<file path="config.mk">
export PLATFORM = sky130hd
export DESIGN_NAME = base64_stream_decoder_flat
export DESIGN_NICKNAME = d
export VERILOG_FILES = /design/src/design/b64d_pkg.sv /design/src/design/b64d_if.sv /design/src/design/base64_stream_decoder.sv /design/src/design/b64d_core.sv /design/src/flat_wrapper.sv
export SDC_FILE = /design/constraint.sdc
export NUM_CORES = 1
export LEC_CHECK = 0
export BUFFER_PORTS_ARGS = -buffer_cell sky130_fd_sc_hd__buf_4
export CORE_MARGIN = 2
export CORE_UTILIZATION = 30
export DETAILED_ROUTE_END_ITERATION = 6
export GPL_ROUTABILITY_DRIVEN = 1
export PLACE_DENSITY = 0.54
export SLEW_MARGIN = 40
export SYNTH_ARGS = -nofsm -noshare
export SYNTH_HDL_FRONTEND = slang
export SYNTH_SLANG_ARGS = --single-unit
</file>
<file path="constraint.sdc">
create_clock -name clk -period 3.4 [get_ports clk]
set_input_delay 0.34 -clock clk [delete_from_list [all_inputs] [get_ports clk]]
set_output_delay 0.34 -clock clk [all_outputs]
set_load 0.1 [all_outputs]
</file>
<file path="src/design/b64d_pkg.sv">
`timescale 1ns / 1ps

package b64d_pkg;

	localparam int unsigned NumRegs = 2;
	localparam int unsigned RegIdxW = $clog2(NumRegs);
	localparam int unsigned RegDataW = 1;

	localparam logic [RegIdxW-1:0] REG_BOUNDARY_MODE = RegIdxW'(0);
	localparam logic [RegIdxW-1:0] REG_URL_ALPHABET  = RegIdxW'(1);

	localparam logic [7:0] CH_PAD   = 8'h3d;
	localparam logic [7:0] CH_LF    = 8'h0a;
	localparam logic [7:0] CH_CR    = 8'h0d;
	localparam logic [7:0] CH_TAB   = 8'h09;
	localparam logic [7:0] CH_SPACE = 8'h20;

	typedef enum logic [2:0] {
		ST_ACCEPTED  = 3'd0,
		ST_BOUNDARY  = 3'd1,
		ST_ERROR     = 3'd2,
		ST_FIN_OK    = 3'd3,
		ST_FIN_FAIL  = 3'd4
	} status_t;

	typedef enum logic {
		REQ_CHAR   = 1'b0,
		REQ_FINISH = 1'b1
	} req_t;

	typedef struct packed {
		logic [1:0] phase;
		logic [5:0] held_bits;
		logic       padding_seen;
		logic       end_seen;
		logic       boundary_seen;
		logic       error_flag;
	} dec_state_t;

	typedef struct packed {
		logic boundary_mode;
		logic url_alphabet;
	} dec_cfg_t;

	typedef struct packed {
		logic       out_valid;
		logic [7:0] out_byte;
		logic [2:0] status;
	} dec_result_t;

	typedef struct packed {
		logic       hit;
		logic [5:0] value;
	} sextet_t;

	function automatic sextet_t sextet_of(input logic [7:0] c, input logic url);
		sextet_t s;
		s.hit = 1'b1;
		s.value = 6'd0;
		if (c >= 8'h41 && c <= 8'h5a) begin
			s.value = 6'(c - 8'h41);
		end else if (c >= 8'h61 && c <= 8'h7a) begin
			s.value = 6'(c - 8'h61 + 8'd26);
		end else if (c >= 8'h30 && c <= 8'h39) begin
			s.value = 6'(c - 8'h30 + 8'd52);
		end else if (url && c == 8'h2d) begin
			s.value = 6'h3e;
		end else if (url && c == 8'h5f) begin
			s.value = 6'h3f;
		end else if (!url && c == 8'h2b) begin
			s.value = 6'h3e;
		end else if (!url && c == 8'h2f) begin
			s.value = 6'h3f;
		end else begin
			s.hit = 1'b0;
		end
		return s;
	endfunction

	function automatic logic is_blank(input logic [7:0] c);
		return (c == CH_LF) || (c == CH_CR) || (c == CH_SPACE) || (c == CH_TAB);
	endfunction

endpackage

</file>
<file path="src/design/b64d_if.sv">
`timescale 1ns / 1ps

interface b64d_req_if;
	logic       valid;
	logic       ready;
	logic       req_type;
	logic [7:0] in_byte;

	modport source (output valid, output req_type, output in_byte, input ready);
	modport sink (input valid, input req_type, input in_byte, output ready);
endinterface

interface b64d_res_if;
	logic       valid;
	logic       ready;
	logic       out_valid;
	logic [7:0] out_byte;
	logic [2:0] status;

	modport source (output valid, output out_valid, output out_byte, output status,
		input ready);
	modport sink (input valid, input out_valid, input out_byte, input status,
		output ready);
endinterface

</file>
<file path="src/design/base64_stream_decoder.sv">
`timescale 1ns / 1ps
// An accepted transaction's result is registered and is on res_ch the next cycle.
// Throughput: one character or finish transaction per cycle unless res_ch stalls,
// set by the single alphabet lookup and phase update before the result register.
// Reset (arst_n low): decoder state and both configuration registers cleared,
// result register empty.

module base64_stream_decoder (
	input  logic                          clk,
	input  logic                          arst_n,
	b64d_req_if.sink                      req_ch,
	b64d_res_if.source                    res_ch,
	input  logic                          wr_en,
	input  logic [b64d_pkg::RegIdxW-1:0]  wr_index,
	input  logic [b64d_pkg::RegDataW-1:0] wr_data
);
	import b64d_pkg::*;

	dec_cfg_t    cfg_q;
	dec_state_t  state_q;
	dec_state_t  state_nxt;
	dec_result_t res_nxt;
	dec_result_t res_q;
	logic        res_vld_q;
	logic        in_fire;

	assign req_ch.ready = !res_vld_q || res_ch.ready;
	assign in_fire      = req_ch.valid && req_ch.ready;

	b64d_core u_core (
		.state     (state_q),
		.cfg       (cfg_q),
		.req_type  (req_ch.req_type),
		.in_byte   (req_ch.in_byte),
		.state_nxt (state_nxt),
		.result    (res_nxt)
	);

	always_ff @(posedge clk or negedge arst_n) begin
		if (!arst_n) begin
			cfg_q <= '0;
		end else if (wr_en) begin
			unique case (wr_index)
				REG_BOUNDARY_MODE: cfg_q.boundary_mode <= wr_data[0];
				REG_URL_ALPHABET:  cfg_q.url_alphabet  <= wr_data[0];
				default: begin
				end
			endcase
		end
	end

	always_ff @(posedge clk or negedge arst_n) begin
		if (!arst_n) begin
			state_q   <= '0;
			res_vld_q <= 1'b0;
		end else begin
			if (in_fire) begin
				state_q   <= state_nxt;
				res_vld_q <= 1'b1;
			end else if (res_ch.ready) begin
				res_vld_q <= 1'b0;
			end
		end
	end

	always_ff @(posedge clk) begin
		if (in_fire) begin
			res_q <= res_nxt;
		end
	end

	assign res_ch.valid     = res_vld_q;
	assign res_ch.out_valid = res_q.out_valid;
	assign res_ch.out_byte  = res_q.out_byte;
	assign res_ch.status    = res_q.status;

	a_finish_clears: assert property (@(posedge clk) disable iff (!arst_n)
		in_fire && req_ch.req_type == REQ_FINISH |=> state_q == '0)
		else $error("finish did not clear decoder state");

	a_error_sticky: assert property (@(posedge clk) disable iff (!arst_n)
		state_q.error_flag && !(in_fire && req_ch.req_type == REQ_FINISH)
		|=> state_q.error_flag)
		else $error("error flag dropped without finish");

	a_data_status: assert property (@(posedge clk) disable iff (!arst_n)
		res_vld_q && res_q.out_valid |-> res_q.status == ST_ACCEPTED)
		else $error("data byte with non-accepted status");

	a_result_follows: assert property (@(posedge clk) disable iff (!arst_n)
		in_fire |=> res_vld_q)
		else $error("accepted transaction produced no result");

endmodule

</file>
<file path="src/design/b64d_core.sv">
`timescale 1ns / 1ps

module b64d_core (
	input  b64d_pkg::dec_state_t  state,
	input  b64d_pkg::dec_cfg_t    cfg,
	input  logic                  req_type,
	input  logic [7:0]            in_byte,
	output b64d_pkg::dec_state_t  state_nxt,
	output b64d_pkg::dec_result_t result
);
	import b64d_pkg::*;

	sextet_t sx;
	logic    blank;
	logic    pad;

	assign sx    = sextet_of(in_byte, cfg.url_alphabet);
	assign blank = is_blank(in_byte);
	assign pad   = (in_byte == CH_PAD);

	always_comb begin
		state_nxt        = state;
		result.out_valid = 1'b0;
		result.out_byte  = 8'd0;
		result.status    = ST_ACCEPTED;

		if (req_type == REQ_FINISH) begin
			result.status = (!state.error_flag && state.phase == 2'd0) ? ST_FIN_OK : ST_FIN_FAIL;
			state_nxt = '0;
		end else if (state.error_flag) begin
			result.status = ST_ERROR;
		end else if (state.boundary_seen) begin
			state_nxt.error_flag = 1'b1;
			result.status = ST_ERROR;
		end else if (state.end_seen || (state.padding_seen && !pad) ||
				(!state.padding_seen && !sx.hit && !blank &&
				 !(pad && (state.phase == 2'd2 || state.phase == 2'd3)))) begin
			// reject: anything but whitespace here ends the stream
			if (!blank) begin
				if (cfg.boundary_mode) begin
					state_nxt.boundary_seen = 1'b1;
					result.status = ST_BOUNDARY;
				end else begin
					state_nxt.error_flag = 1'b1;
					result.status = ST_ERROR;
				end
			end
		end else if (state.padding_seen || (pad && state.phase == 2'd3)) begin
			state_nxt.padding_seen = 1'b1;
			state_nxt.end_seen     = 1'b1;
			state_nxt.phase        = 2'd0;
			state_nxt.held_bits    = 6'd0;
		end else if (pad) begin
			state_nxt.padding_seen = 1'b1;
			state_nxt.phase        = 2'd3;
		end else if (sx.hit) begin
			state_nxt.held_bits = sx.value;
			state_nxt.phase     = state.phase + 2'd1;
			case (state.phase)
				2'd0: begin
				end
				2'd1: begin
					result.out_valid = 1'b1;
					result.out_byte  = {state.held_bits, sx.value[5:4]};
				end
				2'd2: begin
					result.out_valid = 1'b1;
					result.out_byte  = {state.held_bits[3:0], sx.value[5:2]};
				end
				default: begin
					result.out_valid    = 1'b1;
					result.out_byte     = {state.held_bits[1:0], sx.value};
					state_nxt.held_bits = 6'd0;
				end
			endcase
		end
	end

endmodule

</file>
<file path="src/flat_wrapper.sv">
// flat-port wrapper written by rule: the top's interface ports become plain ports
module base64_stream_decoder_flat import b64d_pkg::*;
  (clk, arst_n, wr_en, wr_index, wr_data, req_ch_valid, req_ch_req_type, req_ch_in_byte, req_ch_ready, res_ch_valid, res_ch_out_valid, res_ch_out_byte, res_ch_status, res_ch_ready);
  b64d_req_if req_ch_i ();
  b64d_res_if res_ch_i ();
  input  logic clk;
  input  logic arst_n;
  input  logic wr_en;
  input  logic [b64d_pkg::RegIdxW-1:0] wr_index;
  input  logic [b64d_pkg::RegDataW-1:0] wr_data;
  input wire logic [$bits(req_ch_i.valid)-1:0] req_ch_valid;
  input wire logic [$bits(req_ch_i.req_type)-1:0] req_ch_req_type;
  input wire logic [$bits(req_ch_i.in_byte)-1:0] req_ch_in_byte;
  output wire logic [$bits(req_ch_i.ready)-1:0] req_ch_ready;
  output wire logic [$bits(res_ch_i.valid)-1:0] res_ch_valid;
  output wire logic [$bits(res_ch_i.out_valid)-1:0] res_ch_out_valid;
  output wire logic [$bits(res_ch_i.out_byte)-1:0] res_ch_out_byte;
  output wire logic [$bits(res_ch_i.status)-1:0] res_ch_status;
  input wire logic [$bits(res_ch_i.ready)-1:0] res_ch_ready;
  assign req_ch_i.valid = req_ch_valid;
  assign req_ch_i.req_type = req_ch_req_type;
  assign req_ch_i.in_byte = req_ch_in_byte;
  assign req_ch_ready = req_ch_i.ready;
  assign res_ch_valid = res_ch_i.valid;
  assign res_ch_out_valid = res_ch_i.out_valid;
  assign res_ch_out_byte = res_ch_i.out_byte;
  assign res_ch_status = res_ch_i.status;
  assign res_ch_i.ready = res_ch_ready;
  base64_stream_decoder u_core (.clk(clk), .arst_n(arst_n), .req_ch(req_ch_i), .res_ch(res_ch_i), .wr_en(wr_en), .wr_index(wr_index), .wr_data(wr_data));
endmodule
</file>
==> results.tsv <==
stage	metric	value	unit
status	run status	finished clean	
cts	# hold bufs at CTS	1	
synthesis	Synth Area per Inst	9.51	sq um
hold_path	Hold Startpoint	req_ch_valid	
die	Die X	91.2	microns
sta	Slew Viols, Final	0	
global_routing	first-pass GRT wire length	9250	microns
worst_setup_path	critical path class	input pin to flop	
synthesis	register area share after synthesis	32.2	%
worst_setup_path	cells along the critical path	buf_4 -> inv_1 -> ha_1 -> a21o_2 -> a311oi_4 -> a21oi_1 -> o2111ai_2 -> o21ai_1 -> a41o_1	
worst_setup_path	Slowest cell on crit path	a311oi_4	
power	Switching Share	40.7	%
power	VDD IR max	0.134	mV
sta	setup ws final	0.996	ns
sta	RSZ-0062 raised after global routing	false	
power	P_sw	0.426	mW
layout	Area growth syn-to-layout	15.2	%
global_routing	gr ovfl total	0	
worst_setup_path	Startpoint Class	input pin	
global_routing	initial antenna violation count	0	
cts	Clock Pin Slew Worst Setup and Hold Paths	0.09	ns
cts	Post-CTS Setup Bufs	0	
synthesis	synth warn	0	
detailed_routing	Pre-Repair DR Iteration Count	5	
hold_path	hold-critical path depth	2	
layout	Nets	297	
power	Design Power	1.05	mW
sta	Final Skew	0.00126	ns
sta	final setup violation count	0	
synthesis	Mapped Nets	270	
die	die area	8320	sq um
worst_setup_path	reg2reg start	u_core.cfg_q[0]	
placed_design	IO Port Bufs	29	
cts	Root Driver	clkbuf_8	
worst_setup_path	CP top delay family	compound AO/OA/AOI/OAI gates	
sta	min cycle time layout	2.40	ns
detailed_routing	via count	1923	
worst_setup_path	r2r setup slk	1.39	ns
synthesis	predominant post-synthesis flop cell	dfrtp_1	
die	CORE AREA	7290	sq um
layout	Final Util	36.1	%
sta	Fin. Hold Viols	0	
die	DIE HEIGHT	91.2	microns
die	top-level port count	30	
cts	Clock Latency Late Sink	0.27	ns
synthesis	Post-Syn Area	2280	sq um
placed_design	worst slack at placement	0.752	ns
cts	CTS H-tree depth	1	
detailed_routing	final antenna-violating net count	0	
detailed_routing	drt initial violations	126	
sta	period utilization	70.7	%
power	Cell Int Power	0.621	mW
synthesis	Netlist cell types	63	
hold_path	Worst Hold Class	input pin to flop	
placed_design	Final HPWL DP	4160	microns
cts	CTS tree	yes	
placed_design	GPL Wtd Cong	0.824	
worst_setup_path	Worst Setup End Kind	flop	
detailed_routing	vias per std cell	5.27	
global_routing	largest net degree at the start of global routing	17	
sta	fmax	0.416	GHz
power	clock share of power	17.2	%
global_routing	vias in the first global route	1852	
sta	minimum hold slack	0.262	ns
run	MaxCap Viol Count	0	
synthesis	post-synthesis instance total	240	
worst_setup_path	Max FO, Critical Path	11	
power	Static Leak	1.06	nW
global_routing	GRT Total Usage	13.5	%
die	Initial Util	31.3	%
cts	Clock Sinks	27	
synthesis	Post-synth EDFFs	12	
worst_setup_path	Worst path max stage delay	0.36	ns
sta	setup_tns	0	ns
die	Rows	31	
detailed_routing	Post-route DRC	0	
layout	layout cells sized above 1	20.3	%
power	Comb power frac	42.6	%
detailed_routing	wire per inst	14.7	microns
worst_setup_path	R2R depth	5	
power	pwr/cell area	398	nW/um^2
synthesis	#FFs+latches synth	27	
cts	Post-CTS Resized	0	
worst_setup_path	WP data arrival	2.44	ns
layout	n_diodes	0	
sta	Max transition margin	63.5	%
worst_setup_path	Reg-to-Reg End	u_core.res_ch.out_byte[0]	
sta	Least-Margin Pin Slew	0.548	ns
power	part of the power in registers	40.1	%
cts	clk buf depth	2	
cts	total CTS buffers	3	
worst_setup_path	CP Data Required Time	3.43	ns
synthesis	Async S/R FF share, synth	55.6	%
worst_setup_path	worst path bufs/invs	2	
detailed_routing	wirelength, routed	5380	microns
hold_path	Min-Delay Endpoint	u_core.res_ch.valid	
## layout by cell type (no fill, tap or decap), types with 7 or more instances in the layout
cell and instances:
dfrtp_1 15, ha_1 14, nand2_1 18, inv_1 19, nor3_1 7, nor2_1 18
o211ai_1 10, a21oi_1 10, o21ai_0 9, xnor2_1 8, buf_4 29, edfxtp_1 12
## worst max-delay path by stage
stage                         from                        end  slack (ns)  cells after the start
6_report         req_ch_in_byte[2]    u_core.res_ch.status[0]         1.0                      9
5_1_grt          req_ch_in_byte[2]  u_core.res_ch.out_byte[0]        0.88                      9
4_1_cts          req_ch_in_byte[2]    u_core.res_ch.status[0]        1.03                      9
3_5_place_dp     req_ch_in_byte[2]    u_core.res_ch.status[0]        0.75                      9
3_3_place_gp     req_ch_in_byte[2]    u_core.res_ch.status[0]        0.72                      9
2_1_floorplan  u_core.res_ch.valid          u_core.state_q[3]        0.54                      6
## per-layer routing
metal	up-vias	global-route usage, %	share of wire [%]
met2	68	20.9	44
met4	0	4.29	1.3
met1	897	20.2	50
met5	-	0	0
li1	953	-	-
met3	5	0.747	4.8
## area by class of cell
| class | count | area, sq um |
|---|---|---|
| Clock buffer | 4 | 45.0 |
| Inverter | 19 | 71.3 |
| Tap cell | 99 | 124 |
| Sequential cell | 27 | 736 |
| Multi-Input combinational cell | 186 | 1430 |
| Fill cell | 760 | 4660 |
| Timing Repair Buffer | 30 | 228 |
## cell families (layout without fill, tap and decap cells)
kind of cell    after synthesis  count (layout)  synth area share (%)
buf+inv                      27              53                  5.32
flops                        27              27                  32.2
xor+xnor                      9               9                  3.45
compound gates               77              77                  28.7
mux                           9               9                  4.28
simple gates                 77              77                  18.4
fa+ha+maj                    14              14                  7.68
## power groups by stage
stage / registers, mW / logic, mW / clock network, mW
2_1_floorplan: 0.511 / 0.252 / 0
3_3_place_gp: 0.427 / 0.446 / 0
3_5_place_dp: 0.426 / 0.445 / 0
4_1_cts: 0.420 / 0.448 / 0.184
5_1_grt: 0.427 / 0.491 / 0.195
6_report: 0.420 / 0.446 / 0.181
## metrics by stage
step,cell area (sq um),std cells
4_1_cts,2630,365
5_1_grt,2630,365
6_report,2630,365
3_5_place_dp,2570,360
2_1_floorplan,2280,240
3_3_place_gp,2570,360
## state kept, by name, indices dropped and copies added, names as in the netlist
signal and flops:
u_core.res_ch.valid 1, u_core.res_ch.out_valid 1, u_core.state_q 12, u_core.cfg_q 2, u_core.res_ch.status 3, u_core.res_ch.out_byte 8
## synthesized netlist by cell type (all sizes together), types with 4 or more instances
library cell | number | share of area (%)
a211oi | 5 | 1.6
a21oi | 10 | 2.2
a221oi | 7 | 3.2
buf | 4 | 1.5
clkbuf | 4 | 0.66
dfrtp | 15 | 16
edfxtp | 12 | 16
ha | 14 | 7.7
inv | 19 | 3.1
mux2i | 6 | 2.6
nand2 | 19 | 3.2
nand2b | 5 | 1.4
nand3 | 7 | 1.8
nor2 | 18 | 3.0
nor2b | 4 | 1.2
nor3 | 7 | 1.5
o211ai | 13 | 5.7
o21ai | 12 | 2.6
xnor2 | 8 | 3.1
(Power assumes the default switching activity.)
